## src/rtl/pti_pkg.sv

```systemverilog
`timescale 1ns / 1ps
// shared types, sizes and status codes of the pointing table interpolator
// no dependencies

package pti_pkg;

    localparam int SOURCE_COUNT  = 64;
    localparam int TABLE_ENTRIES = 32;

    localparam int SRC_AW = (SOURCE_COUNT > 1) ? $clog2(SOURCE_COUNT) : 1;
    localparam int IDX_W  = (TABLE_ENTRIES > 1) ? $clog2(TABLE_ENTRIES) : 1;
    localparam int CNT_W  = $clog2(TABLE_ENTRIES + 1);
    localparam int ADDR_W = $clog2(SOURCE_COUNT * TABLE_ENTRIES);
    localparam int FRAC_W = 16;
    localparam int DCNT_W = $clog2(FRAC_W + 1);

    localparam logic [2:0] ST_INTERP = 3'd0;
    localparam logic [2:0] ST_EXACT  = 3'd1;
    localparam logic [2:0] ST_STORED = 3'd2;
    localparam logic [2:0] ST_FULL   = 3'd3;
    localparam logic [2:0] ST_RANGE  = 3'd4;

    localparam logic       OP_STORE = 1'b0;
    localparam logic       OP_QUERY = 1'b1;

    localparam logic signed [33:0] QUARTER_TURN = 34'sh040000000;
    localparam logic signed [33:0] FULL_TURN    = 34'sh100000000;

    typedef struct packed {
        logic               opcode;
        logic [5:0]         source_id;
        logic [23:0]        sample_time;
        logic [31:0]        store_az;
        logic signed [31:0] store_el;
        logic [31:0]        store_ha;
        logic signed [31:0] store_dec;
    } t_in;

    typedef struct packed {
        logic [31:0]        out_az;
        logic signed [31:0] out_el;
        logic [31:0]        out_ha;
        logic signed [31:0] out_dec;
        logic [2:0]         status;
    } t_out;

    typedef struct packed {
        logic [23:0] tstamp;
        logic [31:0] az;
        logic [31:0] el;
        logic [31:0] ha;
        logic [31:0] dec;
    } t_row;

    typedef struct packed {
        logic              en;
        logic [SRC_AW-1:0] src;
        logic [CNT_W-1:0]  val;
    } t_cnt_wr;

    typedef enum logic [3:0] {
        S_IDLE,
        S_CNT_RD,
        S_CNT,
        S_ROW_RD,
        S_ROW,
        S_WRITE,
        S_DIV,
        S_DIV_WAIT,
        S_MAC,
        S_MAC_WAIT,
        S_DONE
    } t_state;

endpackage

```

## src/rtl/pti_mac.sv

```systemverilog
`timescale 1ns / 1ps
// shared angle interpolation unit: difference, multiply by fraction, round, add
// depends on pti_pkg

module pti_mac
    import pti_pkg::*;
(
    input  logic              i_clk,
    input  logic              i_rst_n,
    input  logic              i_start,
    input  logic              i_wrap,
    input  logic [31:0]       i_a0,
    input  logic [31:0]       i_a1,
    input  logic [FRAC_W-1:0] i_frac,
    output logic              o_done,
    output logic [31:0]       o_res
);

    logic signed [33:0] d_raw;
    logic signed [33:0] d;
    logic signed [50:0] prod;
    logic signed [50:0] r_prod;
    logic [31:0]        r_a0;
    logic signed [50:0] rounded;
    logic [31:0]        r_res;
    logic               r_stage;
    logic               r_done;

    always_comb begin
        if (i_wrap) begin
            d_raw = $signed({2'b00, i_a1}) - $signed({2'b00, i_a0});
        end else begin
            d_raw = $signed({{2{i_a1[31]}}, i_a1}) - $signed({{2{i_a0[31]}}, i_a0});
        end
        d = d_raw;
        // on a wrapping angle, a difference beyond a quarter turn either way is moved by a full turn
        if (i_wrap && (d_raw > QUARTER_TURN)) begin
            d = d_raw - FULL_TURN;
        end else if (i_wrap && (d_raw < -QUARTER_TURN)) begin
            d = d_raw + FULL_TURN;
        end
    end

    assign prod    = d * $signed({1'b0, i_frac});
    assign rounded = (r_prod + 51'sd32768) >>> FRAC_W;

    always_ff @(posedge i_clk) begin
        if (i_start) begin
            r_prod <= prod;
            r_a0   <= i_a0;
        end
        if (r_stage) begin
            r_res <= r_a0 + rounded[31:0];
        end
    end

    always_ff @(posedge i_clk) begin
        if (!i_rst_n) begin
            r_stage <= 1'b0;
            r_done  <= 1'b0;
        end else begin
            r_stage <= i_start;
            r_done  <= r_stage;
        end
    end

    assign o_done = r_done;
    assign o_res  = r_res;

endmodule
```

## config.mk

```make
export PLATFORM = sky130hd
export DESIGN_NAME = pti_mac
export DESIGN_NICKNAME = d
export VERILOG_FILES = /design/src/rtl/pti_pkg.sv /design/src/rtl/pti_mac.sv
export SDC_FILE = /design/constraint.sdc
export NUM_CORES = 2
export LEC_CHECK = 0
export CORE_UTILIZATION = 35
export CTS_CLUSTER_DIAMETER = 60
export DETAILED_ROUTE_END_ITERATION = 8
export DONT_BUFFER_PORTS = 1
export GPL_TIMING_DRIVEN = 0
export PLACE_DENSITY_LB_ADDON = 0.08
export SLEW_MARGIN = 5
export SYNTH_ARGS = -nofsm -noshare
export SYNTH_HDL_FRONTEND = slang
export SYNTH_SLANG_ARGS = --single-unit
export TNS_END_PERCENT = 30
```

## constraint.sdc

```tcl
create_clock -name i_clk -period 8.1 [get_ports i_clk]
set_input_delay 0 -clock i_clk [delete_from_list [all_inputs] [get_ports i_clk]]
set_output_delay 0 -clock i_clk [all_outputs]
set_load 0.01 [all_outputs]
```

==> results by group <==
Outcome
  • Status: finished with violations
  • Violated checks: setup timing

Clocking
  • CTS H-tree depth: 3
  • Clock buffer depth: 2
  • CTS Buf Count: 9
  • Reg clk slew, reported paths: 70 ps
  • CTS root buf: clkbuf_16
  • CTS Sinks: 99
  • CTS tree: done
  • Clock Latency Late Sink: roughly 360 ps

Detailed routing
  • Max Used Layer: met5
  • Antenna-violating nets left: 0
  • Met2 WL: 36000 um
  • DRT iter0 DRCs: 1017
  • DRT met1 WL: 33800 um
  • Wirelength, routed: roughly 75000 um
  • Detailed-route via count: 17800
  • # DRC: 0
  • WL per Instance: ~20 um
  • Drt via density: 4.82
  • Metal3 WL: 4380 um
  • DRT Pass-1 Iters: 5

Global route
  • Overflow after GRT: 0
  • Global-route wire length before repair: about 120000 um
  • Number of global-route vias before repair: between 15000 and 20000
  • Initial antenna violation count: 2
  • Tot GR Track Use: 0.222
  • Pin count of the biggest net entering global routing: 67

Floorplan
  • Chip Height: around 270 um
  • CORE AREA: 68600 sq um
  • Total die area: 70500 sq um
  • Die width: 265 um
  • Number of core rows: 96
  • I/O pin total: 117
  • Initial Util: 0.354

Timing
  • Setup ws final: -542 ps
  • Final setup TNS: -2830 ps
  • RSZ-0062 raised after global routing: yes
  • Max frequency: 116 MHz
  • Fin. Hold Viols: 0
  • Tcrit/Tclk final: 1.07
  • # setup viols final: 8
  • Clock skew: 8.16 ps
  • Period minus WS final: 8640 ps
  • Relative slew slack: 0.374
  • Slew Viols, Final: 0
  • Worst slew pin tran: around 940 ps

Critical path
  • Crit path required time: between 8000 and 9000 ps
  • Critical path class: input port to flip-flop
  • CP Launch Type: input port
  • CP endpoint kind: flip-flop
  • CP max-delay cell: fa_2
  • CP peak stage delay: 630 ps
  • CP Max Fanout: 5
  • CP most frequent cell: fa_1
  • WP data arrival: 8740 ps

Min path
  • Min-delay worst type: input port to flip-flop

Place
  • Dpl ws: -2580 ps
  • Dpl hpwl: 60800 um
  • IO Port Bufs: 0
  • Inst Count DP: approximately 3600
  • Routability congestion estimate: 0.869

Finish
  • Synthesis-to-finish area growth: 15.1%
  • Final Net Count: 3517
  • Layout cell share with drive strength beyond 1: 0.0976
  • Post-Layout Cell Count: between 3000 and 4000

Logic synthesis
  • Register bit total from synthesis: 99
  • Ys Warns: 0
  • Top-count cell post-synth: inv_1
  • Cells after Synth: 2648
  • Yosys cell types: between 60 and 70
  • List of most frequent post-synthesis cells: inv_1 (623), fa_1 (493), nand2_1 (373), and2_1 (191), ha_1 (179)
  • Share of flip-flops with an asynchronous set or reset: 0
  • Synth Flop Type: edfxtp_1
  • Post-synth EDFFs: 97
  • Syn_nets: 3404
  • Synth area leaders: fa_1 (41%), edfxtp_1 (12%), inv_1 (9.6%), ha_1 (9.2%), nand2_1 (5.8%)
  • Avg Cell Area, Syn: between 9 and 10 sq um
  • Share of the synthesized area in the top cell type: 0.406
  • Biggest area consumer among synthesized cells: fa_1
  • Register area share after synthesis: 0.122
  • Synthesized area: around 24000 sq um

Run
  • Max Cap Viol: 0
[sequential cells by signal, indices dropped and copies added, names as in the netlist]
| signal | cells |
|---|---|
| r_prod | 33 |
| o_done | 1 |
| o_res | 32 |
| r_a0 | 32 |
| r_stage | 1 |
[final cells by class]
| class | instances | area, sq um |
|---|---|---|
| fill | 6917 | 40600 |
| multi-input combinational | 1825 | 19700 |
| sequential | 99 | 2950 |
| inverter | 623 | 2350 |
| tap | 931 | 1160 |
| timing repair buffer | 110 | 961 |
| buffer | 93 | 494 |
| clock buffer | 11 | 243 |
| clock inverter | 5 | 38.8 |
| antenna | 1 | 2.50 |
[cells in the final DEF (no fill, tap or decap), types with 21 or more instances in the layout]
| cell | Yosys | layout |
|---|---|---|
| ha_1 | 179 | 158 |
| fa_1 | 493 | 487 |
| edfxtp_1 | 97 | 97 |
| nor2b_1 | 25 | 24 |
| and2_1 | 191 | 188 |
| nor2_1 | 79 | 69 |
| nand2_1 | 373 | 371 |
| a21oi_1 | 56 | 43 |
| dlygate4sd3_1 | 0 | 33 |
| buf_4 | 0 | 72 |
| o21a_1 | 22 | 21 |
| xor2_1 | 34 | 24 |
| inv_1 | 623 | 610 |
| clkbuf_1 | 97 | 64 |
| nand3_1 | 25 | 24 |
| xnor2_1 | 102 | 80 |
| a21o_1 | 42 | 40 |
| o21ai_0 | 36 | 28 |
[what timing repair did]
action	CTS	global route
setup endpoints to repair	24	14
hold buffers	34	0
hold endpoints to repair	99	0
pin swaps	60	10
gates resized for setup	187	24
setup buffers	70	5
[worst max-delay path, delay by kind of cell]
| family | cells | cell delay (ps) |
|---|---|---|
| adder cells (fa/ha/maj) | 8 | 3490 |
| AO/OA/AOI/OAI | 10 | 2210 |
| AND/OR/NAND/NOR | 8 | 1810 |
| buffers and inverters | 9 | 660 |
| XOR/XNOR | 3 | 510 |
[cell families (layout without fill, tap and decap cells)]
group	Yosys count	in the layout	share of synthesized area
AO/OA/AOI/OAI	229	229	0.0636
XOR/XNOR	136	136	0.0490
adder cells (fa/ha/maj)	672	672	0.499
buffers and inverters	724	842	0.112
flip-flops	99	99	0.122
multiplexers	2	2	0.000824
other	0	1	0
AND/OR/NAND/NOR	786	786	0.155
[metal layers]
metal	up-vias	global-route usage
li1	8182	-
met1	9115	0.303
met2	463	0.376
met3	57	0.0323
met4	2	0.0436
met5	-	0
[metrics by stage]
stage                     hold slack (ps)  utilization  cell area, sq um
final                                53.4        0.408             28000
after global routing                 64.3        0.408             28000
after CTS                            43.3        0.406             27800
after detailed placement             99.0        0.375             25700
after global placement               99.0        0.374             25700
after floorplan                      98.9            -             24500
[worst paths after layout]
check / slack, ps / from / depth (start not counted) / to
setup / recovery: -540 / i_a1[1] / 38 / r_prod[47]
hold / removal: 50 / i_start / 1 / r_a0[24]
setup reg to reg: 2750 / r_prod[16] / 20 / o_res[31]
hold reg to reg: 560 / r_a0[0] / 1 / o_res[0]
Power is not shown: default switching activity piles up to over one toggle a cycle in this logic, so the estimate is an artifact.
