==> src/rtl/pti_pkg.sv <==
`timescale 1ns / 1ps
// shared types, sizes and status codes of the pointing table interpolator
// no dependencies

package pti_pkg;

    localparam int SOURCE_COUNT  = 64;
    localparam int TABLE_ENTRIES = 32;

    localparam int SRC_AW = (SOURCE_COUNT > 1) ? $clog2(SOURCE_COUNT) : 1;
    localparam int IDX_W  = (TABLE_ENTRIES > 1) ? $clog2(TABLE_ENTRIES) : 1;
    localparam int CNT_W  = $clog2(TABLE_ENTRIES + 1);
    localparam int ADDR_W = $clog2(SOURCE_COUNT * TABLE_ENTRIES);
    localparam int FRAC_W = 16;
    localparam int DCNT_W = $clog2(FRAC_W + 1);

    localparam logic [2:0] ST_INTERP = 3'd0;
    localparam logic [2:0] ST_EXACT  = 3'd1;
    localparam logic [2:0] ST_STORED = 3'd2;
    localparam logic [2:0] ST_FULL   = 3'd3;
    localparam logic [2:0] ST_RANGE  = 3'd4;

    localparam logic       OP_STORE = 1'b0;
    localparam logic       OP_QUERY = 1'b1;

    localparam logic signed [33:0] QUARTER_TURN = 34'sh040000000;
    localparam logic signed [33:0] FULL_TURN    = 34'sh100000000;

    typedef struct packed {
        logic               opcode;
        logic [5:0]         source_id;
        logic [23:0]        sample_time;
        logic [31:0]        store_az;
        logic signed [31:0] store_el;
        logic [31:0]        store_ha;
        logic signed [31:0] store_dec;
    } t_in;

    typedef struct packed {
        logic [31:0]        out_az;
        logic signed [31:0] out_el;
        logic [31:0]        out_ha;
        logic signed [31:0] out_dec;
        logic [2:0]         status;
    } t_out;

    typedef struct packed {
        logic [23:0] tstamp;
        logic [31:0] az;
        logic [31:0] el;
        logic [31:0] ha;
        logic [31:0] dec;
    } t_row;

    typedef struct packed {
        logic              en;
        logic [SRC_AW-1:0] src;
        logic [CNT_W-1:0]  val;
    } t_cnt_wr;

    typedef enum logic [3:0] {
        S_IDLE,
        S_CNT_RD,
        S_CNT,
        S_ROW_RD,
        S_ROW,
        S_WRITE,
        S_DIV,
        S_DIV_WAIT,
        S_MAC,
        S_MAC_WAIT,
        S_DONE
    } t_state;

endpackage

==> src/rtl/pti_div.sv <==
`timescale 1ns / 1ps
// restoring divider for the interpolation fraction, one quotient bit a cycle
// depends on pti_pkg

module pti_div
    import pti_pkg::*;
(
    input  logic              i_clk,
    input  logic              i_rst_n,
    input  logic              i_start,
    input  logic [23:0]       i_num,
    input  logic [23:0]       i_den,
    output logic              o_done,
    output logic [FRAC_W-1:0] o_quot
);

    logic [23:0]       r_rem;
    logic [23:0]       r_den;
    logic [FRAC_W-1:0] r_quot;
    logic [DCNT_W-1:0] r_cnt;
    logic              r_busy;
    logic              r_done;
    logic [24:0]       shifted;
    logic              take;

    // numerator is below the denominator, so the quotient fits the fraction
    assign shifted = {r_rem, 1'b0};
    assign take    = shifted >= {1'b0, r_den};

    always_ff @(posedge i_clk) begin
        if (i_start) begin
            r_rem  <= i_num;
            r_den  <= i_den;
            r_quot <= '0;
        end else if (r_busy) begin
            r_rem  <= take ? 24'(shifted - {1'b0, r_den}) : shifted[23:0];
            r_quot <= {r_quot[FRAC_W-2:0], take};
        end
    end

    always_ff @(posedge i_clk) begin
        if (!i_rst_n) begin
            r_busy <= 1'b0;
            r_cnt  <= '0;
            r_done <= 1'b0;
        end else begin
            r_done <= 1'b0;
            if (i_start) begin
                r_busy <= 1'b1;
                r_cnt  <= DCNT_W'(FRAC_W);
            end else if (r_busy) begin
                r_cnt <= r_cnt - 1'b1;
                if (r_cnt == DCNT_W'(1)) begin
                    r_busy <= 1'b0;
                    r_done <= 1'b1;
                end
            end
        end
    end

    assign o_done = r_done;
    assign o_quot = r_quot;

endmodule

==> config.mk <==
export PLATFORM = sky130hd
export DESIGN_NAME = pti_div
export DESIGN_NICKNAME = d
export VERILOG_FILES = /design/src/rtl/pti_pkg.sv /design/src/rtl/pti_div.sv
export SDC_FILE = /design/constraint.sdc
export NUM_CORES = 1
export LEC_CHECK = 0
export BUFFER_PORTS_ARGS = -buffer_cell sky130_fd_sc_hd__buf_2
export CORE_MARGIN = 2
export CORE_UTILIZATION = 41
export DETAILED_ROUTE_END_ITERATION = 12
export SYNTH_ARGS = -nofsm -noshare
export SYNTH_HDL_FRONTEND = slang
export SYNTH_SLANG_ARGS = --single-unit
==> constraint.sdc <==
create_clock -name i_clk -period 3.18 [get_ports i_clk]
set_input_delay 0.477 -clock i_clk [delete_from_list [all_inputs] [get_ports i_clk]]
set_output_delay 0.477 -clock i_clk [all_outputs]
set_load 0.02 [all_outputs]
==> results of run 1 <==
-- flip-flops by register name, indices dropped and copies added (netlist names) --
| register | count |
|---|---|
| r_den | 24 |
| r_rem | 24 |
| o_quot | 16 |
| r_cnt | 5 |
| o_done | 1 |
| r_busy | 1 |
-- worst max-delay path by stage --
stage                                to  slack, ps  cells past startpoint
floorplan            r_rem[1]$_DFFE_PP_        510                     10
global placement    r_rem[16]$_DFFE_PP_        310                      9
detailed placement  r_rem[16]$_DFFE_PP_        270                      9
CTS                 r_rem[16]$_DFFE_PP_        250                      9
global route        r_rem[16]$_DFFE_PP_         60                      9
finish              r_rem[16]$_DFFE_PP_        240                      9
-- where the power goes --
group / internal (mW) / total [mW] / switching (mW)
logic: 0.601 / 1.42 / 0.815
clock network: 0.302 / 0.704 / 0.402
registers: 1.16 / 1.23 / 0.0707
total: 2.06 / 3.35 / 1.29
-- synthesized netlist by cell type, types with 3 or more instances --
cell,instances,area (µm²)
a211oi_1,7,52.6
o21a_1,4,30.0
nor2b_1,12,75.1
a32oi_1,5,43.8
a21oi_1,21,105
nand3_1,4,20.0
xor2_1,13,114
mux2i_1,16,160
clkbuf_1,16,60.1
o31ai_1,7,52.6
ha_1,26,325
nand4b_1,11,96.3
nand2_1,26,97.6
buf_2,3,15.0
inv_1,35,131
a31oi_1,4,25.0
edfxtp_1,48,1440
a221o_1,4,40.0
a21o_1,11,82.6
o21bai_1,3,22.5
nor2_1,37,139
nand4_1,5,31.3
o21ai_0,8,40.0
o31a_1,3,26.3
xnor2_1,10,87.6
nor3_1,4,20.0
dfxtp_1,23,460
nor4_1,3,18.8
nand2b_1,4,25.0
o311ai_1,9,78.8
-- per-stage QoR --
| stage | setup slack (ps) | std cells | area, µm² | hold WS (ps) |
|---|---|---|---|---|
| after CTS | 255 | 618 | 4900 | 262 |
| after global placement | 314 | 602 | 4710 | 471 |
| after global routing | 55.4 | 618 | 4900 | 263 |
| after floorplan | 514 | 415 | 4250 | 469 |
| final | 242 | 618 | 4900 | 288 |
| after detailed placement | 274 | 602 | 4710 | 493 |
-- worst max-delay path, cell delays in order, from the launching register on --
cell and delay, ps:
edfxtp_1 400, ha_1 370, nor2b_4 150, o31a_1 290, o221a_4 270, o41ai_4 480
o21ai_0 240, a31oi_1 240, xor2_1 160, o31ai_1 70
-- final cells by class --
| type | instances | area [µm²] |
|---|---|---|
| Clock buffer | 9 | 124 |
| Clock inverter | 7 | 61.3 |
| Fill cell | 1009 | 5290 |
| Inverter | 35 | 131 |
| Multi-Input combinational cell | 287 | 2130 |
| Sequential cell | 71 | 1900 |
| Tap cell | 136 | 170 |
| Timing Repair Buffer | 73 | 383 |
-- cells by family after synthesis --
kind of cell    count (synthesis)  synth area share
mux                            16            0.0377
buf+inv                        57            0.0522
fa+ha+maj                      27            0.0813
simple gates                  116             0.143
flops                          71             0.448
xor+xnor                       23            0.0474
compound gates                105             0.191
-- cell usage in the layout, fill, tap and decap left out, types with 9 or more instances in the layout --
cell,count
a21o_1,11
a21oi_1,21
buf_2,66
clkbuf_8,9
dfxtp_1,23
edfxtp_1,48
ha_1,26
inv_1,35
mux2i_1,16
nand2_1,26
nand4b_1,11
nor2_1,37
nor2b_1,12
o311ai_1,9
xnor2_1,10
xor2_1,13
-- metal layers --
| layer | vias to the layer above | track usage |
|---|---|---|
| met2 | 77 | 0.268 |
| met5 | - | 0 |
| met1 | 1547 | 0.234 |
| met4 | 0 | 0.0714 |
| met3 | 11 | 0.0383 |
| li1 | 1661 | - |
==> flow_summary_export.csv, run 1 <==
group,metric,value,unit
run_status,outcome,"complete, no violations",
critical_path,crit_fanout,5,
critical_path,critPathKind,"flip-flop to flip-flop",
cts,cts_resized,0,
floorplanning,die_w,106,µm
worst_hold_path,hold_end,"r_den[19]$_DFFE_PP_",
sta,rsz0062_at_grt,"no",
power_and_ir_drop,ir_drop,0.233,mV
routing,drc,0,
power_and_ir_drop,power,3.35,mW
floorplanning,core,0.0102,mm²
logic_synthesis,yosysSeqAreaShare,0.448,
global_route,grt_pass1_wl,15500,µm
cts,cts_tree,"done",
power_and_ir_drop,cellPowerDensity,684,mW/mm²
routing,dr.pass1.iters,4,
routing,viasPerCell,5.33,
cts,clk_pin_slew,90,ps
logic_synthesis,synthCells,415,
sta,final_hold_viol_count,0,
final_layout,n_antenna_cell,0,
sta,setup_viol,0,
cts,htreeDepth,3,
routing,wl_met3,369,µm
floorplanning,rows,37,
routing,wl,9240,µm
routing,wl_met1,4460,µm
run,drv_cap,0,
cts,clock_sinks,71,
floorplanning,die-area,0.0112,mm²
logic_synthesis,synth-async-reset-ratio,0,
critical_path,r2r-start,"r_rem[1]$_DFFE_PP_",
routing,vias,3296,
logic_synthesis,syn_nets,493,
logic_synthesis,ys_warn_count,0,
sta,relSlewSlack,0.520,
routing,wire_per_inst,14.9,µm
cts,clk_latency,360,ps
logic_synthesis,syn_area_per_cell,10.2,µm²
logic_synthesis,yosysUniqueCellTypes,58,
place,io_buffers,67,
logic_synthesis,synth_ff_type,"edfxtp_1",
critical_path,end_kind,"flip-flop",
critical_path,worstReg2RegEnd,"r_rem[16]$_DFFE_PP_",
critical_path,startpoint,"r_rem[1]$_DFFE_PP_",
routing,route.top_layer_used,"met4",
power_and_ir_drop,leakage,2.11,nW
floorplanning,ios,68,
cts,cts_hold_buf,0,
logic_synthesis,synth_edf_count,48,
place,globalplace.congestion,0.891,
global_route,antenna_found_initial,0,
global_route,overflow,0,
final_layout,synthToLayoutAreaGrowth,15.4,%
floorplanning,die_y,106,µm
global_route,grt_pass1_vias,3179,
critical_path,cp.arrival,3020,ps
cts,clock_tree.root_cell,"clkbuf_8",
critical_path,r2r_slack,240,ps
floorplanning,start_util,0.417,
cts,post_cts_buffers,0,
worst_hold_path,hold_class,"input pin to flip-flop",
critical_path,critPathRequiredTime,3260,ps
global_route,grt_max_degree,77,
final_layout,final_util,0.481,
final_layout,drive_above_1_share,0.216,
cts,clock_path_buffers,2,
cts,cts_made_buffers,9,
global_route,grt_use_total,0.173,
place,hpwl,6550,µm
critical_path,crit_path_start_kind,"flip-flop",
final_layout,nNetsFinal,555,
worst_hold_path,min-delay-start,"i_den[19]",
sta,max_freq,340,MHz
sta,finalCriticalPeriod,2940,ps
routing,ant_nets,0,
logic_synthesis,ys_seq_elements,71,
sta,tightest_slew,721,ps
sta,skew,7.98,ps
sta,tns,0,ps
routing,drt-initial-drc-count,169,
logic_synthesis,syn_area,0.00425,mm²
sta,fin_crit_sh,0.924,
worst_hold_path,hold_depth,1,
routing,wl_met2,4300,µm
critical_path,r2r_cells,9,
sta,slew_viol_final,0,
No activity file was read; power rests on OpenSTA's default activity.
==> inputs of run 2 (changes only) <==
==> constraint.sdc (replaced) <==
create_clock -name i_clk -period 2.6 [get_ports i_clk]
set_input_delay 0.39 -clock i_clk [delete_from_list [all_inputs] [get_ports i_clk]]
set_output_delay 0.39 -clock i_clk [all_outputs]
set_load 0.02 [all_outputs]
==> run 2 against run 1 <==
  * The run now ends with negative setup slack left
  * Critical endpoint is now r_rem[15]$_DFFE_PP_
  * Design area increased by 13%
  * Setup slack got worse by 310 ps
  * Critical path type unchanged
  * Count of clock-buffer cells in the layout unchanged
  * Combinational power increased by 66%
  * Sequential power increased by 24%
==> flow_summary_export.csv, run 2 (synthesis results as in run 1) <==
group,metric,value,unit
critical_path,crit_path_start_kind,"flip-flop",
sta,rsz0062_at_grt,"yes",
routing,vias,3501,
critical_path,r2r_cells,10,
critical_path,cp.arrival,2790,ps
floorplanning,die-area,0.0112,mm²
worst_hold_path,hold_end,"r_den[3]$_DFFE_PP_",
critical_path,crit_fanout,8,
final_layout,mostFrequentLayoutCell,"buf_2",
place,dp_slack,-160,ps
place,globalplace.congestion,0.824,
sta,slew_viol_final,0,
floorplanning,die_w,106,µm
final_layout,drive_above_1_share,0.345,
sta,final_hold_viol_count,0,
run_status,outcome,"finished, violations left",
run,drv_cap,0,
critical_path,r2r_slack,-70,ps
worst_hold_path,hold_class,"input pin to flip-flop",
floorplanning,start_util,0.417,
cts,clock_sinks,71,
routing,wl,10500,µm
routing,drc,0,
sta,finalWorstSetupSlack,-65.7,ps
global_route,overflow,0,
routing,wire_per_inst,15.8,µm
critical_path,worstReg2RegEnd,"r_rem[15]$_DFFE_PP_",
cts,clock_path_buffers,2,
global_route,grt_use_total,0.186,
worst_hold_path,hold_depth,1,
floorplanning,core,0.0102,mm²
cts,clk_pin_slew,80,ps
critical_path,r2r-start,"r_rem[2]$_DFFE_PP_",
cts,cts_made_buffers,9,
routing,ant_nets,0,
worst_hold_path,min-delay-start,"i_den[3]",
sta,fin_crit_sh,1.03,
global_route,grt_max_degree,36,
sta,setup_viol,11,
cts,cts_tree,"done",
place,hpwl,6970,µm
floorplanning,ios,68,
power_and_ir_drop,ir_drop,0.468,mV
critical_path,critPathRequiredTime,2720,ps
place,dpl-instance-area,0.00497,mm²
power_and_ir_drop,cellPowerDensity,852,mW/mm²
sta,skew,8.09,ps
sta,finalCriticalPeriod,2670,ps
sta,tightest_slew,686,ps
run_status,violations,"negative setup slack",
final_layout,n_fill_cell,930,
final_layout,n_antenna_cell,0,
cts,htreeDepth,3,
global_route,grt_pass1_vias,3497,
sta,relSlewSlack,0.543,
cts,clock_tree.root_cell,"clkbuf_8",
cts,cts_hold_buf,0,
routing,drt-initial-drc-count,156,
power_and_ir_drop,leakage,2.37,nW
routing,viasPerCell,5.26,
final_layout,synthToLayoutAreaGrowth,30.6,%
critical_path,critPathKind,"flip-flop to flip-flop",
cts,clk_latency,370,ps
floorplanning,die_y,106,µm
final_layout,nNetsFinal,603,
routing,dr.pass1.iters,4,
critical_path,end_kind,"flip-flop",
place,io_buffers,67,
final_layout,layout_common_cells,"buf_2 (66), edfxtp_1 (48), buf_4 (46)",
sta,max_freq,375,MHz
global_route,grt_pass1_wl,16500,µm
final_layout,final_area,0.00554,mm²
global_route,antenna_found_initial,0,
floorplanning,rows,37,
==> run 2: metrics by stage <==
step	hold slack [ps]	utilization	power [mW]	setup TNS (ps)	std cells
after floorplan	469	-	2.88	-5.34	415
after global placement	473	0.488	3.46	-680	632
after detailed placement	481	0.488	3.49	-2060	632
after CTS	171	0.524	4.50	-41.0	659
after global routing	177	0.544	5.00	-2590	666
final	187	0.544	4.72	-233	666
==> run 2: layout make-up <==
cell class,count,area [µm²],area share
Tap cell,136,170,0.0307
Multi-Input combinational cell,289,2410,0.434
Timing Repair Buffer,119,758,0.137
Inverter,35,131,0.0237
Clock inverter,7,52.6,0.00948
Sequential cell,71,1900,0.343
Clock buffer,9,124,0.0223
==> run 2: repair_timing <==
item | CTS | global route
setup endpoints to repair | 24 | 24
setup buffers | 10 | 6
endpoints found under the hold margin | 0 | 0
gates cloned | 1 | 1
pin swaps | 16 | 18
gates resized for setup | 24 | 30
==> run 2: critical path: stages, from the launching register on <==
cell	delay (ps)
edfxtp_1	450
ha_4	280
a21o_1	160
a21oi_2	200
a21oi_4	90
o2111ai_4	220
a31oi_4	140
o211ai_4	330
buf_6	190
a211oi_1	70
a221o_1	280
==> run 2: how the worst max path moves through the flow <==
stage / start / to / slack (ps) / cells past startpoint
after floorplan: r_rem[1]$_DFFE_PP_ / r_rem[18]$_DFFE_PP_ / -5 / 9
after global placement: r_rem[3]$_DFFE_PP_ / r_rem[4]$_DFFE_PP_ / -140 / 9
after detailed placement: r_rem[0]$_DFFE_PP_ / r_rem[18]$_DFFE_PP_ / -160 / 10
after CTS: r_rem[1]$_DFFE_PP_ / r_rem[18]$_DFFE_PP_ / -20 / 10
after global routing: r_rem[17]$_DFFE_PP_ / r_rem[16]$_DFFE_PP_ / -190 / 10
final: r_rem[2]$_DFFE_PP_ / r_rem[15]$_DFFE_PP_ / -70 / 10
==> run 2: report_power, final <==
group / internal, mW / switching (mW) / total, mW
combinational: 1.13 / 1.23 / 2.36
sequential: 1.42 / 0.111 / 1.53
clock: 0.357 / 0.477 / 0.834
total: 2.91 / 1.81 / 4.72
==> run 2: routing by layer <==
metal	share of wire	routed length, µm	GRT usage	vias to the layer above
met4	0.011	116	0.0677	0
met1	0.47	4900	0.245	1654
met5	0	0	0	-
met3	0.042	446	0.0464	8
met2	0.48	5040	0.298	75
li1	-	-	-	1764
==> inputs of run 3 (changes only) <==
--- a/config.mk
+++ b/config.mk
@@ -6,9 +6,12 @@
 export NUM_CORES = 1
 export LEC_CHECK = 0
 export BUFFER_PORTS_ARGS = -buffer_cell sky130_fd_sc_hd__buf_2
+export CELL_PAD_IN_SITES_DETAIL_PLACEMENT = 1
+export CELL_PAD_IN_SITES_GLOBAL_PLACEMENT = 1
 export CORE_MARGIN = 2
-export CORE_UTILIZATION = 41
+export CORE_UTILIZATION = 40
 export DETAILED_ROUTE_END_ITERATION = 12
+export PLACE_DENSITY_LB_ADDON = 0.1
 export SYNTH_ARGS = -nofsm -noshare
 export SYNTH_HDL_FRONTEND = slang
 export SYNTH_SLANG_ARGS = --single-unit
==> run 3 against run 2 <==
  * The run still ends with negative setup slack left
  * Via count grew 3.4%
  * Core utilization is essentially flat
  * First-iteration DRC count shrank 12%
  * Cell count grew 1.5%
  * Die area grew 2.4%
  * Critical path depth grew 1
  * Clock power grew 8.9%
  * Worst hold slack gained 9.6 ps
  * Sequential power is essentially flat
==> flow_summary_export.csv, run 3 (synthesis results as in run 1) <==
group,metric,value,unit
run_status,outcome,"finished, violations left",
run_status,violations,"negative setup slack",
global_route,gr-usage-met3,0.0450,
run,drv_cap,0,
sta,rsz0062_at_grt,"yes",
critical_path,path_common_cell,"buf_6",
floorplanning,core,0.0103,mm²
critical_path,cp.arrival,2810,ps
critical_path,cp_slowest_cell,"edfxtp_1",
sta,relSlewSlack,0.549,
sta,skew,12.2,ps
place,dp.cells,644,
sta,slew_viol_final,0,
routing,ant_nets,0,
cts,clock_path_buffers,2,
place,globalplace.congestion,0.792,
routing,drt-initial-drc-count,138,
final_layout,nNetsFinal,613,
routing,viasPerCell,5.36,
final_layout,regArea,0.00190,mm²
global_route,grt_max_degree,58,
cts,cts_tree,"done",
worst_hold_path,min-delay-start,"i_den[14]",
critical_path,cpLargestDelayFamily,"compound AO/OA/AOI/OAI gates",
place,io_buffers,67,
sta,finalCriticalPeriod,2690,ps
sta,final_hold_viol_count,0,
global_route,grt_pass1_vias,3865,
power_and_ir_drop,leakage,2.44,nW
critical_path,crit_path_start_kind,"flip-flop",
floorplanning,start_util,0.411,
global_route,antenna_found_initial,0,
floorplanning,die_y,107,µm
critical_path,r2r_slack,-90,ps
sta,setup_viol,21,
cts,clk_pin_slew,90,ps
sta,fin_crit_sh,1.04,
routing,wl,11700,µm
cts,cts_made_buffers,9,
global_route,overflow,0,
cts,clock_sinks,71,
cts,htreeDepth,3,
final_layout,final_area,0.00562,mm²
global_route,grt_use_total,0.209,
critical_path,path_buf_inv,2,
floorplanning,ios,68,
power_and_ir_drop,cellPowerDensity,866,mW/mm²
critical_path,r2r-start,"r_rem[1]$_DFFE_PP_",
routing,dr.pass1.iters,4,
critical_path,critPathKind,"flip-flop to flip-flop",
cts,clock_tree.root_cell,"clkbuf_8",
floorplanning,die-area,0.0115,mm²
final_layout,multiInputGateArea,0.00237,mm²
global_route,grt_pass1_wl,19000,µm
cts,clk_latency,360,ps
critical_path,crit_chain,"ha_4 > nand3_2 > o21bai_4 > a21oi_2 > o2111ai_2 > a31oi_4 > o211ai_4 > buf_6 > buf_6 > a31o_4 > a2bb2oi_2",
cts,cts_hold_buf,0,
critical_path,critPathRequiredTime,2710,ps
critical_path,startpoint,"r_rem[1]$_DFFE_PP_",
sta,max_freq,372,MHz
sta,finalWorstSetupSlack,-91.4,ps
global_route,grt_busiest_layer,"met2",
final_layout,drive_above_1_share,0.350,
floorplanning,die_w,107,µm
final_layout,n_antenna_cell,0,
global_route,met2_usage,0.362,
final_layout,final_cells,676,
routing,drc,0,
final_layout,n_fill_cell,1166,
power_and_ir_drop,ir_drop,0.336,mV
sta,tightest_slew,677,ps
final_layout,mostFrequentLayoutCell,"buf_2",
global_route,gr-usage-met1,0.260,
place,hpwl,7940,µm
floorplanning,rows,37,
place,dpl-instance-area,0.00507,mm²
critical_path,crit_fanout,7,
final_layout,layout_common_cells,"buf_2 (66), buf_4 (53), edfxtp_1 (48)",
critical_path,slowest_delay,450,ps
routing,wire_per_inst,17.2,µm
routing,vias,3621,
final_layout,synthToLayoutAreaGrowth,32.4,%
worst_hold_path,hold_class,"input pin to flip-flop",
critical_path,end_kind,"flip-flop",
-- run 3: cell types whose count changed in the layout (fill, tap and decap cells not counted), sizes merged --
cell,change
buf,+10
clkinv,+1
clkbuf,+3
inv,-4
-- run 3: layout make-up --
cell class              count  share of cell area
multi-input cells         289               0.421
flip-flops and latches     71               0.338
repair buffers            129               0.151
clock buffers              12              0.0314
well taps                 136              0.0303
inverters                  35              0.0234
clock inverters             4             0.00445
-- run 3: final timing paths --
kind	to	cells after the start
hold reg to reg	r_cnt[1]$_SDFFE_PP0P_	2
setup / recovery	r_rem[20]$_DFFE_PP_	11
hold / removal	r_den[14]$_DFFE_PP_	1
setup reg to reg	r_rem[20]$_DFFE_PP_	11
-- run 3: metal layers --
metal / vias to the layer above / wire (µm)
li1: 1775 / -
met1: 1765 / 5220
met2: 69 / 5780
met3: 12 / 499
met4: 0 / 157
met5: - / 0
-- run 3: metrics by stage --
| step | total power, mW | setup WS (ps) | hold slack (ps) | utilization | TNS [ps] |
|---|---|---|---|---|---|
| after global routing | 5.16 | -223 | 192 | 0.545 | -4040 |
| after floorplan | 2.88 | -5.34 | 469 | - | -5.34 |
| after global placement | 3.57 | -91.4 | 472 | 0.492 | -459 |
| after detailed placement | 3.62 | -196 | 502 | 0.492 | -1750 |
| final | 4.87 | -91.4 | 196 | 0.545 | -888 |
| after CTS | 4.70 | -37.3 | 191 | 0.530 | -129 |
-- run 3: report_power, final --
part           switching, mW  internal, mW  total (mW)
Combinational           1.28          1.15        2.44
Clock                  0.452         0.456       0.908
Sequential            0.0993          1.42        1.52
-- run 3: what timing repair did --
item | CTS | global route
resized for setup | 26 | 22
endpoints found under the setup margin | 24 | 24
gates cloned | 2 | 1
pin swaps | 21 | 23
setup buffers | 8 | 5
