--- config.mk ---
export PLATFORM = sky130hd
export DESIGN_NAME = pti_cnt
export DESIGN_NICKNAME = d
export VERILOG_FILES = /design/src/rtl/pti_pkg.sv /design/src/rtl/pti_cnt.sv
export SDC_FILE = /design/constraint.sdc
export NUM_CORES = 1
export LEC_CHECK = 0
export BUFFER_PORTS_ARGS = -buffer_cell sky130_fd_sc_hd__buf_2
export CAP_MARGIN = 20
export CORE_MARGIN = 3
export CORE_UTILIZATION = 60
export DETAILED_ROUTE_END_ITERATION = 10
export PLACE_DENSITY = 0.73
export SYNTH_ARGS = -nofsm -noshare
export SYNTH_HDL_FRONTEND = slang
export SYNTH_SLANG_ARGS = --single-unit
--- constraint.sdc ---
create_clock -name i_clk -period 1.9 [get_ports i_clk]
set_input_delay 0 -clock i_clk [delete_from_list [all_inputs] [get_ports i_clk]]
set_output_delay 0 -clock i_clk [all_outputs]
set_load 0.03 [all_outputs]
--- src/rtl/pti_pkg.sv ---
`timescale 1ns / 1ps
// shared types, sizes and status codes of the pointing table interpolator
// no dependencies

package pti_pkg;

    localparam int SOURCE_COUNT  = 64;
    localparam int TABLE_ENTRIES = 32;

    localparam int SRC_AW = (SOURCE_COUNT > 1) ? $clog2(SOURCE_COUNT) : 1;
    localparam int IDX_W  = (TABLE_ENTRIES > 1) ? $clog2(TABLE_ENTRIES) : 1;
    localparam int CNT_W  = $clog2(TABLE_ENTRIES + 1);
    localparam int ADDR_W = $clog2(SOURCE_COUNT * TABLE_ENTRIES);
    localparam int FRAC_W = 16;
    localparam int DCNT_W = $clog2(FRAC_W + 1);

    localparam logic [2:0] ST_INTERP = 3'd0;
    localparam logic [2:0] ST_EXACT  = 3'd1;
    localparam logic [2:0] ST_STORED = 3'd2;
    localparam logic [2:0] ST_FULL   = 3'd3;
    localparam logic [2:0] ST_RANGE  = 3'd4;

    localparam logic       OP_STORE = 1'b0;
    localparam logic       OP_QUERY = 1'b1;

    localparam logic signed [33:0] QUARTER_TURN = 34'sh040000000;
    localparam logic signed [33:0] FULL_TURN    = 34'sh100000000;

    typedef struct packed {
        logic               opcode;
        logic [5:0]         source_id;
        logic [23:0]        sample_time;
        logic [31:0]        store_az;
        logic signed [31:0] store_el;
        logic [31:0]        store_ha;
        logic signed [31:0] store_dec;
    } t_in;

    typedef struct packed {
        logic [31:0]        out_az;
        logic signed [31:0] out_el;
        logic [31:0]        out_ha;
        logic signed [31:0] out_dec;
        logic [2:0]         status;
    } t_out;

    typedef struct packed {
        logic [23:0] tstamp;
        logic [31:0] az;
        logic [31:0] el;
        logic [31:0] ha;
        logic [31:0] dec;
    } t_row;

    typedef struct packed {
        logic              en;
        logic [SRC_AW-1:0] src;
        logic [CNT_W-1:0]  val;
    } t_cnt_wr;

    typedef enum logic [3:0] {
        S_IDLE,
        S_CNT_RD,
        S_CNT,
        S_ROW_RD,
        S_ROW,
        S_WRITE,
        S_DIV,
        S_DIV_WAIT,
        S_MAC,
        S_MAC_WAIT,
        S_DONE
    } t_state;

endpackage

--- src/rtl/pti_cnt.sv ---
`timescale 1ns / 1ps
// per-source fill counts: small memory plus reset-cleared valid bits
// depends on pti_pkg

module pti_cnt
    import pti_pkg::*;
(
    input  logic              i_clk,
    input  logic              i_rst_n,
    input  t_cnt_wr           i_wr,
    input  logic [SRC_AW-1:0] i_raddr,
    output logic [CNT_W-1:0]  o_count
);

    logic [CNT_W-1:0]        r_mem [SOURCE_COUNT];
    logic [SOURCE_COUNT-1:0] r_vld;
    logic [CNT_W-1:0]        r_q;
    logic                    r_qv;

    always_ff @(posedge i_clk) begin
        if (i_wr.en) begin
            r_mem[i_wr.src] <= i_wr.val;
        end
        r_q <= r_mem[i_raddr];
    end

    always_ff @(posedge i_clk) begin
        if (!i_rst_n) begin
            r_vld <= '0;
            r_qv  <= 1'b0;
        end else begin
            if (i_wr.en) begin
                r_vld[i_wr.src] <= 1'b1;
            end
            r_qv <= r_vld[i_raddr];
        end
    end

    // never-written source reads as empty
    assign o_count = r_qv ? r_q : '0;

endmodule

==> summary.txt, run 1 <==
Timing
  • WHS: slightly above 0.06 ns
  • Final setup violation count: 0
  • Pins over their slew limit: 0
  • Slew @ Worst Pin: ~0.94 ns
  • Rel. slew slack: between 30% and 40%
  • Min Tclk post-route: between 1.5 and 2 ns
  • F_max: approximately 530 MHz
  • Period utilization: between 90% and 100%
  • Final WS setup: between 0.02 and 0.025 ns
  • RSZ-0062 raised after global routing: no
  • Clk_skew: 0.0222 ns
  • Hold Vio Cnt, Final: 0

Drt
  • Routed len/inst: between 20 and 30 um
  • DR pass1 iterations: 5
  • # DRC: 0
  • Routed wire length: 41.0 mm
  • Vias: roughly 9600
  • Avg Vias per Cell: 6.34
  • DRT iter0 DRCs: around 1100
  • Antenna-violating nets left: 0

Clock tree
  • CTS Sinks: 455
  • Reg clk slew, reported paths: approximately 0.060 ns
  • CTS Buf Count: 46
  • Worst-Skew Late Latency: ~0.55 ns
  • Root buffer cell: clkbuf_16
  • Clock Path Buffers: 3
  • Cts repair resizes: 0
  • TritonCTS clock tree: done
  • H-tree depth: 2

Global route
  • First-pass GRT wire length: roughly 62 mm
  • GR peak layer: met2
  • Antenna violations before repair: 2
  • Gr ovfl total: 0
  • Met2 Use GR: between 40% and 50%
  • All-Layer GR Usage: roughly 27%
  • Grt met1 use: between 30% and 40%
  • Vias in the first global route: around 10000
  • GR Util met3: 4.77%
  • Largest net degree at the start of global routing: 65

Floorplanning
  • Die Wd: roughly 180 um
  • I/O pin count: 27
  • Site row count: 62
  • Core Area: between 0.02 and 0.03 mm2
  • Die Y: around 180 um
  • Die ar.: about 0.032 mm2
  • Initial Utilization: around 61%

Synth
  • Post-synth EDFFs: 384
  • Top cell type by total area after synthesis: edfxtp_1
  • Syn Nets: 940
  • Yosys cell types: between 40 and 50
  • Seq/Total Area, Yosys: between 70% and 80%
  • Mean Syn Cell Area: a little under 20 um2
  • Top_reg_cell synth: edfxtp_1
  • Yosys top cell area share: 65.2%
  • Post-Synthesis Cells: 919
  • Synth area leaders: edfxtp_1 65%, mux4_2 12%, dfxtp_1 8.0%
  • Flops & latches, synth: around 460
  • Synthesized area: 0.0177 mm2
  • Asr flop ratio synth: 0%
  • Ys Warns: 0

Finish
  • Final nets: approximately 1100
  • Area Growth Syn to Fin: 17.6%
  • Design Area, Final: 0.0208 mm2
  • Layout cells sized above 1: 29.3%
  • Fin util: around 70%

Worst setup path
  • Crit Path Class: flop to flop
  • Slowest stage delay, CP: 0.84 ns
  • Worst Setup Start Kind: flop
  • CP Capture Type: flop
  • CP max FO: 1
  • Critical path data required time: 2.37 ns
  • Crit-path cells: mux4_1, mux2_2, o22ai_1, a2111oi_0, a21o_1
  • Slowest cell on the critical path: a2111oi_0
  • Crit path DAT: 2.35 ns

Outcome
  • Status: complete, no violations

Power
  • Power per cell area: about 1000 mW/mm2
  • Peak supply drop: roughly 0.0011 V
  • Pleak: roughly 7 nW

Placement
  • Port Buffers: 26
  • Routability cong.: 0.816
  • DPL Wire Length: 26.9 mm
  • DP Worst Slack: -0.0148 ns
  • Post-place instance area: ~0.019 mm2

Flow run
  • Max-Cap Viols: 0

Hold path
  • Worst Hold Class: primary input to flop
cell usage after synthesis, types with 4 or more instances:
cell / count
edfxtp_1: 384
mux4_2: 92
nor2_1: 73
dfxtp_1: 71
o21a_1: 64
clkbuf_1: 24
mux2i_1: 22
mux4_1: 18
nand3_1: 16
nor2b_1: 14
buf_2: 11
nand2_1: 11
nand2b_1: 10
o21ai_0: 10
o22ai_1: 9
buf_4: 8
a31oi_1: 7
and2_1: 7
mux2_2: 6
nor3_1: 6
a21oi_1: 5
a22o_1: 5
a22oi_1: 5
a211o_1: 4
a211oi_1: 4
nand4_1: 4
area by class of cell:
cell class                 count  area (um2)
antenna                        3        7.51
clock buffer                  60        1320
clock inverter                26         146
fill                        1770        8080
inverter                       1        3.75
multi-input combinational    413        4440
sequential                   455       13000
tap                          384         480
timing repair buffer         171        1430
stage by stage:
stage / setup TNS (ns) / power [mW] / std cells
6_report: 0 / 20.7 / 1513
4_1_cts: 0 / 20.8 / 1510
5_1_grt: 0 / 21.3 / 1511
2_1_floorplan: 0 / 11.7 / 919
3_3_place_gp: 0 / 12.3 / 1418
3_5_place_dp: -0.0309 / 12.3 / 1418
path summary, 6_finish.rpt:
check	depth (start not counted)	from	end	slack (ns)
max reg2reg	5	r_mem[30][1]	r_q[1]	0.02
min	1	i_wr[2]	r_mem[8][2]	0.06
min reg2reg	1	r_vld[63]	r_vld[63]	0.46
max	5	r_mem[30][1]	r_q[1]	0.02
state kept, by name, summed over array words and instances, names as in the netlist:
| name | count |
|---|---|
| r_mem | 384 |
| r_vld | 64 |
| r_q | 6 |
| r_qv | 1 |
cell usage in the layout, fill, tap and decap left out, drive strengths merged, types with 6 or more instances in the layout:
cell type / Yosys / final
a31oi: 7 / 7
and2: 7 / 7
buf: 26 / 165
clkbuf: 24 / 60
clkinv: 0 / 23
dfxtp: 71 / 71
dlygate4sd3: 0 / 6
edfxtp: 384 / 384
mux2: 6 / 6
mux2i: 22 / 22
mux4: 110 / 110
nand2: 11 / 11
nand2b: 10 / 10
nand3: 16 / 16
nor2: 73 / 73
nor2b: 14 / 14
nor3: 6 / 6
o21a: 64 / 64
o21ai: 10 / 10
o22ai: 9 / 9
logic make-up (layout without fill, tap and decap cells):
group | count (synthesis) | count (layout) | share of synthesized area [%]
other | 0 | 3 | 0
and+or+nand+nor | 150 | 150 | 4.01
muxes | 138 | 138 | 16.0
AOI/OAI and AO/OA | 125 | 125 | 5.10
buffers and inverters | 51 | 258 | 1.60
DFF | 455 | 455 | 73.3
critical path: cells and delay by family, from the launching register on:
family / cells / cell delay (ns)
compound gates: 3 / 1.06
flops: 1 / 0.33
mux: 2 / 0.42
power breakdown:
group	leakage (nW)	internal, mW	switching (mW)
registers	4.03	10.9	0.0287
logic	2.34	0.493	0.669
clock network	0.719	5.01	3.59
per-layer routing:
metal | vias up | part of all wire [%]
li1 | 4102 | -
met1 | 4996 | 41
met2 | 433 | 50
met3 | 56 | 7.8
met4 | 0 | 1.9
met5 | - | 0
what timing repair did:
action,CTS,global route
endpoints found under the hold margin,132,0
hold buffers,6,0
setup endpoints to repair,0,0
buffers inserted,0,0
Power figures use the tool's default switching activity.
==> inputs of run 2 (changes only) <==
--- a/config.mk
+++ b/config.mk
@@ -8,9 +8,10 @@
 export BUFFER_PORTS_ARGS = -buffer_cell sky130_fd_sc_hd__buf_2
 export CAP_MARGIN = 20
 export CORE_MARGIN = 3
-export CORE_UTILIZATION = 60
+export CORE_UTILIZATION = 55
+export CTS_CLUSTER_DIAMETER = 50
 export DETAILED_ROUTE_END_ITERATION = 10
-export PLACE_DENSITY = 0.73
+export PLACE_DENSITY = 0.68
 export SYNTH_ARGS = -nofsm -noshare
 export SYNTH_HDL_FRONTEND = slang
 export SYNTH_SLANG_ARGS = --single-unit
==> run 2 against run 1 <==
Power is 2.7% higher. Global-route usage is 2.9 points lower. Utilization fell by 6.1 points. Maximum frequency increased by 5.9%. Critical endpoint is now r_q[4]. Largest cell class unchanged. Largest power group unchanged.
==> summary.txt, run 2 (same netlist as run 1, synthesis figures left out) <==
Hold path
  • Worst Hold Class: primary input to flop
  • Hold Crit Endpoint: r_mem[6][5]
  • Hold Crit Depth: 1
  • Worst hold path startpoint: i_wr[5]

Drt
  • DR WL met3: 2.99 mm
  • Avg Vias per Cell: roughly 6.2
  • DRT iter0 DRCs: just under 1000
  • DR pass1 iterations: 6
  • Top sig layer: met4
  • Met1 wire length: ~17 mm
  • Met2 wire len: 19.2 mm
  • Antenna-violating nets left: 0
  • # DRC: 0
  • Routed wire length: 40.4 mm
  • Routed len/inst: around 26 um
  • Vias: about 9500

Floorplanning
  • Die Y: 185 um
  • Die ar.: 0.0343 mm2
  • Site row count: 65
  • I/O pin count: 27
  • Core Area: ~0.032 mm2
  • Initial Utilization: a little under three fifths
  • Die Wd: roughly 190 um

Timing
  • Clk_skew: roughly 0.017 ns
  • F_max: between 500 and 600 MHz
  • RSZ-0062 raised after global routing: no
  • Pins over their slew limit: 0
  • WHS: 0.0175 ns
  • Slew @ Worst Pin: 0.787 ns
  • Rel. slew slack: approximately 48%
  • Min Tclk post-route: about 1.8 ns
  • Hold Vio Cnt, Final: 0
  • Final setup violation count: 0
  • Period utilization: roughly 93%

Global route
  • First-pass GRT wire length: 60.2 mm
  • All-Layer GR Usage: 24.0%
  • Largest net degree at the start of global routing: 65
  • Vias in the first global route: just over 9000
  • Gr ovfl total: 0
  • Antenna violations before repair: 0

Worst setup path
  • CP delay by family, top: compound AO/OA/AOI/OAI gates
  • CP Capture Type: flop
  • Worst Path Buf+Inv: 1
  • Crit Path Class: flop to flop
  • R2R depth: 6
  • Worst r2r dst: r_q[4]
  • Worst R2R Start: r_mem[35][4]
  • CP max FO: 1
  • Worst Setup Start Kind: flop
  • Critical path data required time: roughly 2.3 ns
  • Slowest stage delay, CP: 0.47 ns
  • Slowest cell on the critical path: mux4_2
  • R2R Setup Slk: between 0.1 and 0.15 ns
  • Crit path DAT: 2.18 ns
  • Crit-path cells: mux4_2, nor2b_1, a211oi_1, buf_4, a211o_1, a31oi_1
  • Worst Setup SP: r_mem[35][4]

Clock tree
  • Root buffer cell: clkbuf_16
  • TritonCTS clock tree: done
  • Reg clk slew, reported paths: approximately 0.06 ns
  • Clock Path Buffers: 3
  • H-tree depth: 2
  • Worst-Skew Late Latency: between 0.5 and 0.6 ns
  • CTS Buf Count: 47
  • CTS Sinks: 455

Placement
  • Routability cong.: ~0.86
  • Port Buffers: 26
  • Placed Cells: between 1000 and 1500
  • DPL Wire Length: about 26 mm

Power
  • Pwr Total: approximately 21 mW
  • Power per cell area: 1020 mW/mm2
  • Sw Share: 20.7%
  • Peak supply drop: between 0.0007 and 0.0008 V
  • Reg power frac: between 50% and 60%
  • Internal power: roughly 17 mW
  • Net Sw Power: around 4.4 mW
  • Pleak: 7.13 nW
  • Combinational fraction of design power: under 10%
  • Clock network power share: between 40% and 50%

Finish
  • Non-Filler Instances: ~1500
  • Most frequent cells in the layout: 384 x edfxtp_1, 127 x buf_4, 92 x mux4_2
  • Largest registers: r_mem: 384 flops, r_vld: 64 flops, r_q: 6 flops
  • ANT cells: 0
  • Layout cells sized above 1: between 20% and 30%
  • Area Growth Syn to Fin: 18.0%
  • Biggest register: r_mem
  • Final nets: 1109
  • Commonest non-fill, non-tap cell in the layout: edfxtp_1
  • Largest register FFs: 384

Outcome
  • Status: complete, no violations

Flow run
  • Max-Cap Viols: 0
[run 2: changes by cell type in the layout (fill, tap and decap cells not counted), sizes merged]
| cell | previous run | this run |
|---|---|---|
| diode | 3 | 0 |
| clkinv | 23 | 15 |
| bufinv | 1 | 5 |
| buf | 165 | 164 |
| clkbuf | 60 | 62 |
| clkinvlp | 2 | 0 |
| inv | 1 | 7 |
[run 2: how the worst max path moves through the flow]
stage	depth (start not counted)	endpoint	slack (ns)
2_1_floorplan	8	r_q[2]	0.31
3_3_place_gp	6	r_qv	-0.08
3_5_place_dp	6	r_qv	-0.10
4_1_cts	4	r_qv	0.15
5_1_grt	5	r_q[3]	0.09
6_report	6	r_q[4]	0.13
[run 2: area by class of cell]
class                           count  area (um2)
Fill cell                        2082       10800
Tap cell                          402         503
Clock inverter                     26         277
Clock buffer                       62        1280
Multi-Input combinational cell    413        4440
Timing Repair Buffer              170        1400
Sequential cell                   455       13000
Inverter                            1        3.75
[run 2: stage by stage]
step / util, % / area (um2) / worst slack [ns] / setup TNS, ns
floorplan: - / 17700 / 0.306 / 0
global placement: 60.8 / 19200 / -0.0815 / -0.0851
detailed placement: 60.8 / 19200 / -0.102 / -0.129
CTS: 65.9 / 20900 / 0.153 / 0
global route: 65.9 / 20900 / 0.0895 / 0
finish: 65.9 / 20900 / 0.129 / 0
[run 2: layer usage]
| metal | GRT usage (%) | up-vias |
|---|---|---|
| li1 | - | 4101 |
| met1 | 35.8 | 4911 |
| met2 | 37.9 | 400 |
| met3 | 3.73 | 67 |
| met4 | 6.15 | 0 |
| met5 | 0 | - |
[run 2: worst register-to-register path, cell delays in order (launching register included)]
cell	delay, ns
edfxtp_1	0.37
mux4_2	0.47
nor2b_1	0.14
a211oi_1	0.28
buf_4	0.18
a211o_1	0.11
a31oi_1	0.08
[run 2: repair_timing]
item / 4_1_cts / 5_1_grt
gates resized for setup: 0 / 0
setup buffers: 0 / 0
endpoints found under the hold margin: 93 / 0
hold buffers: 6 / 0
[run 2: power by group through the flow]
stage / Clock (mW) / Sequential (mW) / Combinational [mW]
6_report: 9.18 / 10.9 / 1.15
5_1_grt: 9.71 / 10.9 / 1.22
4_1_cts: 9.32 / 10.9 / 1.15
3_5_place_dp: 0 / 11.1 / 1.14
3_3_place_gp: 0 / 11.1 / 1.12
2_1_floorplan: 0 / 11.1 / 0.604
==> inputs of run 3 (changes only) <==
--- a/config.mk
+++ b/config.mk
@@ -12,6 +12,7 @@
 export CTS_CLUSTER_DIAMETER = 50
 export DETAILED_ROUTE_END_ITERATION = 10
 export PLACE_DENSITY = 0.68
+export REMOVE_ABC_BUFFERS = 1
 export SYNTH_ARGS = -nofsm -noshare
 export SYNTH_HDL_FRONTEND = slang
 export SYNTH_SLANG_ARGS = --single-unit
==> run 3 against run 2 <==
Utilization up 0.15 points. Die area unchanged. Power up 1.1%. Combinational power about the same. Worst hold slack better by 0.063 ns. Worst setup slack better by 0.011 ns. Maximum frequency up 0.60%. Flip-flop and latch count unchanged.
==> summary.txt, run 3 (same netlist as run 1, synthesis figures left out) <==
Drt
  • Antenna-violating nets left: 0
  • Met1 wire length: about 17 mm
  • DR WL met3: roughly 2.8 mm
  • Met2 wire len: about 19 mm
  • Routed wire length: approximately 40 mm
  • Routed len/inst: ~26 um
  • DRT iter0 DRCs: about 920
  • Vias: around 9300
  • DR pass1 iterations: 6
  • Avg Vias per Cell: ~6.2
  • Top sig layer: met4
  • # DRC: 0

Global route
  • All-Layer GR Usage: approximately a quarter
  • Vias in the first global route: 9541
  • First-pass GRT wire length: 59.8 mm
  • Antenna violations before repair: 0
  • Gr ovfl total: 0
  • Largest net degree at the start of global routing: 66

Clock tree
  • Reg clk slew, reported paths: around 0.060 ns
  • Root buffer cell: clkbuf_16
  • CTS Buf Count: between 40 and 50
  • Worst-Skew Late Latency: about 0.55 ns
  • Cts repair resizes: 0
  • CTS Sinks: 455
  • Clock Path Buffers: 3
  • TritonCTS clock tree: done
  • H-tree depth: 2

Finish
  • Most frequent cells in the layout: 384 x edfxtp_1, 109 x buf_4, 92 x mux4_2
  • Biggest register: r_mem
  • Final nets: between 1000 and 1500
  • Register Area: between 0.01 and 0.015 mm2
  • Layout cells sized above 1: between 20% and 30%
  • Area Growth Syn to Fin: 18.3%
  • Commonest non-fill, non-tap cell in the layout: edfxtp_1
  • Largest register FFs: 384
  • Non-Filler Instances: 1516
  • Fillers: about 2100
  • Multi-input gate area: ~0.0044 mm2
  • ANT cells: 0
  • Largest registers: r_mem: 384 flops, r_vld: 64 flops, r_q: 6 flops

Timing
  • Hold Vio Cnt, Final: 0
  • Clk_skew: about 0.029 ns
  • Period utilization: approximately 93%
  • Min Tclk post-route: around 1.8 ns
  • Final setup violation count: 0
  • Final TNS setup: 0 ns
  • Slew @ Worst Pin: roughly 0.72 ns
  • F_max: about 570 MHz
  • WHS: between 0.08 and 0.09 ns
  • Pins over their slew limit: 0
  • Rel. slew slack: 51.8%
  • RSZ-0062 raised after global routing: no

Floorplanning
  • I/O pin count: 27
  • Die Y: between 150 and 200 um
  • Die ar.: 0.0343 mm2
  • Site row count: 65
  • Initial Utilization: 55.9%
  • Die Wd: around 190 um
  • Core Area: 0.0316 mm2

Power
  • Clock network power share: between 40% and 50%
  • Internal power: around 17 mW
  • Pleak: roughly 7 nW
  • Peak supply drop: ~0.00096 V
  • Sw Share: roughly a fifth
  • Combinational fraction of design power: between 5 and 6%
  • Net Sw Power: between 4 and 5 mW
  • Power per cell area: approximately 1000 mW/mm2
  • Reg power frac: between 50% and 60%

Placement
  • Port Buffers: 26
  • Placed Cells: 1422
  • DPL Wire Length: between 20 and 30 mm
  • Routability cong.: ~0.86

Worst setup path
  • Worst Setup Start Kind: flop
  • R2R depth: 5
  • CP Capture Type: flop
  • CP max FO: 1
  • Slowest cell on the critical path: mux4_1
  • Worst Path Buf+Inv: 0
  • WP depth: 5
  • Crit-path most repeated cell: a31oi_1
  • Crit Path Class: flop to flop
  • Crit-path cells: mux4_1, nor2b_1, a211o_1, a31oi_1, a31oi_1
  • CP delay by family, top: compound AO/OA/AOI/OAI gates
  • Crit path DAT: ~2.2 ns
  • Slowest stage delay, CP: 0.50 ns
  • Critical path data required time: 2.32 ns

Flow run
  • Max-Cap Viols: 0

Hold path
  • Worst Hold Class: primary input to flop
  • Hold Crit Depth: 1

Outcome
  • Status: complete, no violations
## run 3: cell types whose count changed in the layout (fill, tap and decap cells not counted), moves of 2 or more
cell,delta
clkbuf_16,+2
dlygate4sd3_1,+2
buf_12,+5
clkbuf_8,+2
inv_6,-5
clkinvlp_4,+3
clkbuf_1,-3
buf_4,-18
## run 3: per-layer routing
layer  global-route usage, %  vias up
met3                    4.30       84
met2                    38.2      342
met1                    34.2     4843
li1                        -     4069
met5                       0        -
met4                    7.38        0
## run 3: cell type report
class                   instances  area share (%)
multi-input cells             413            21.2
clock inverters                23            1.30
well taps                     402            2.41
clock buffers                  63            6.45
flip-flops and latches        455            62.0
inverters                       1          0.0180
repair buffers                159            6.63
## run 3: per-stage QoR
| stage | setup WS [ns] | util, % | instance area [um2] | total power [mW] |
|---|---|---|---|---|
| 3_3_place_gp | 0.00764 | 60.7 | 19200 | 12.2 |
| 6_report | 0.140 | 66.1 | 20900 | 21.5 |
| 2_1_floorplan | 0.354 | - | 17400 | 11.6 |
| 5_1_grt | 0.0583 | 66.1 | 20900 | 22.1 |
| 4_1_cts | 0.130 | 66.1 | 20900 | 21.6 |
| 3_5_place_dp | 0.00288 | 60.7 | 19200 | 12.3 |
## run 3: power by group through the flow
| stage | clock network [mW] | logic [mW] | registers, mW |
|---|---|---|---|
| floorplan | 0 | 0.436 | 11.1 |
| global placement | 0 | 1.12 | 11.1 |
| detailed placement | 0 | 1.14 | 11.1 |
| CTS | 9.57 | 1.15 | 10.9 |
| global route | 9.95 | 1.22 | 10.9 |
| finish | 9.42 | 1.15 | 10.9 |
## run 3: worst paths after layout
check,slack (ns),start,endpoint
setup / recovery,0.14,r_mem[17][3],r_q[3]
hold / removal,0.08,i_wr[2],r_mem[19][2]
setup reg to reg,0.14,r_mem[17][3],r_q[3]
hold reg to reg,0.46,r_vld[50],r_vld[50]
## run 3: repair_timing
item	in CTS	in global routing
hold buffers	8	0
endpoints found under the hold margin	150	0
setup buffers	0	0
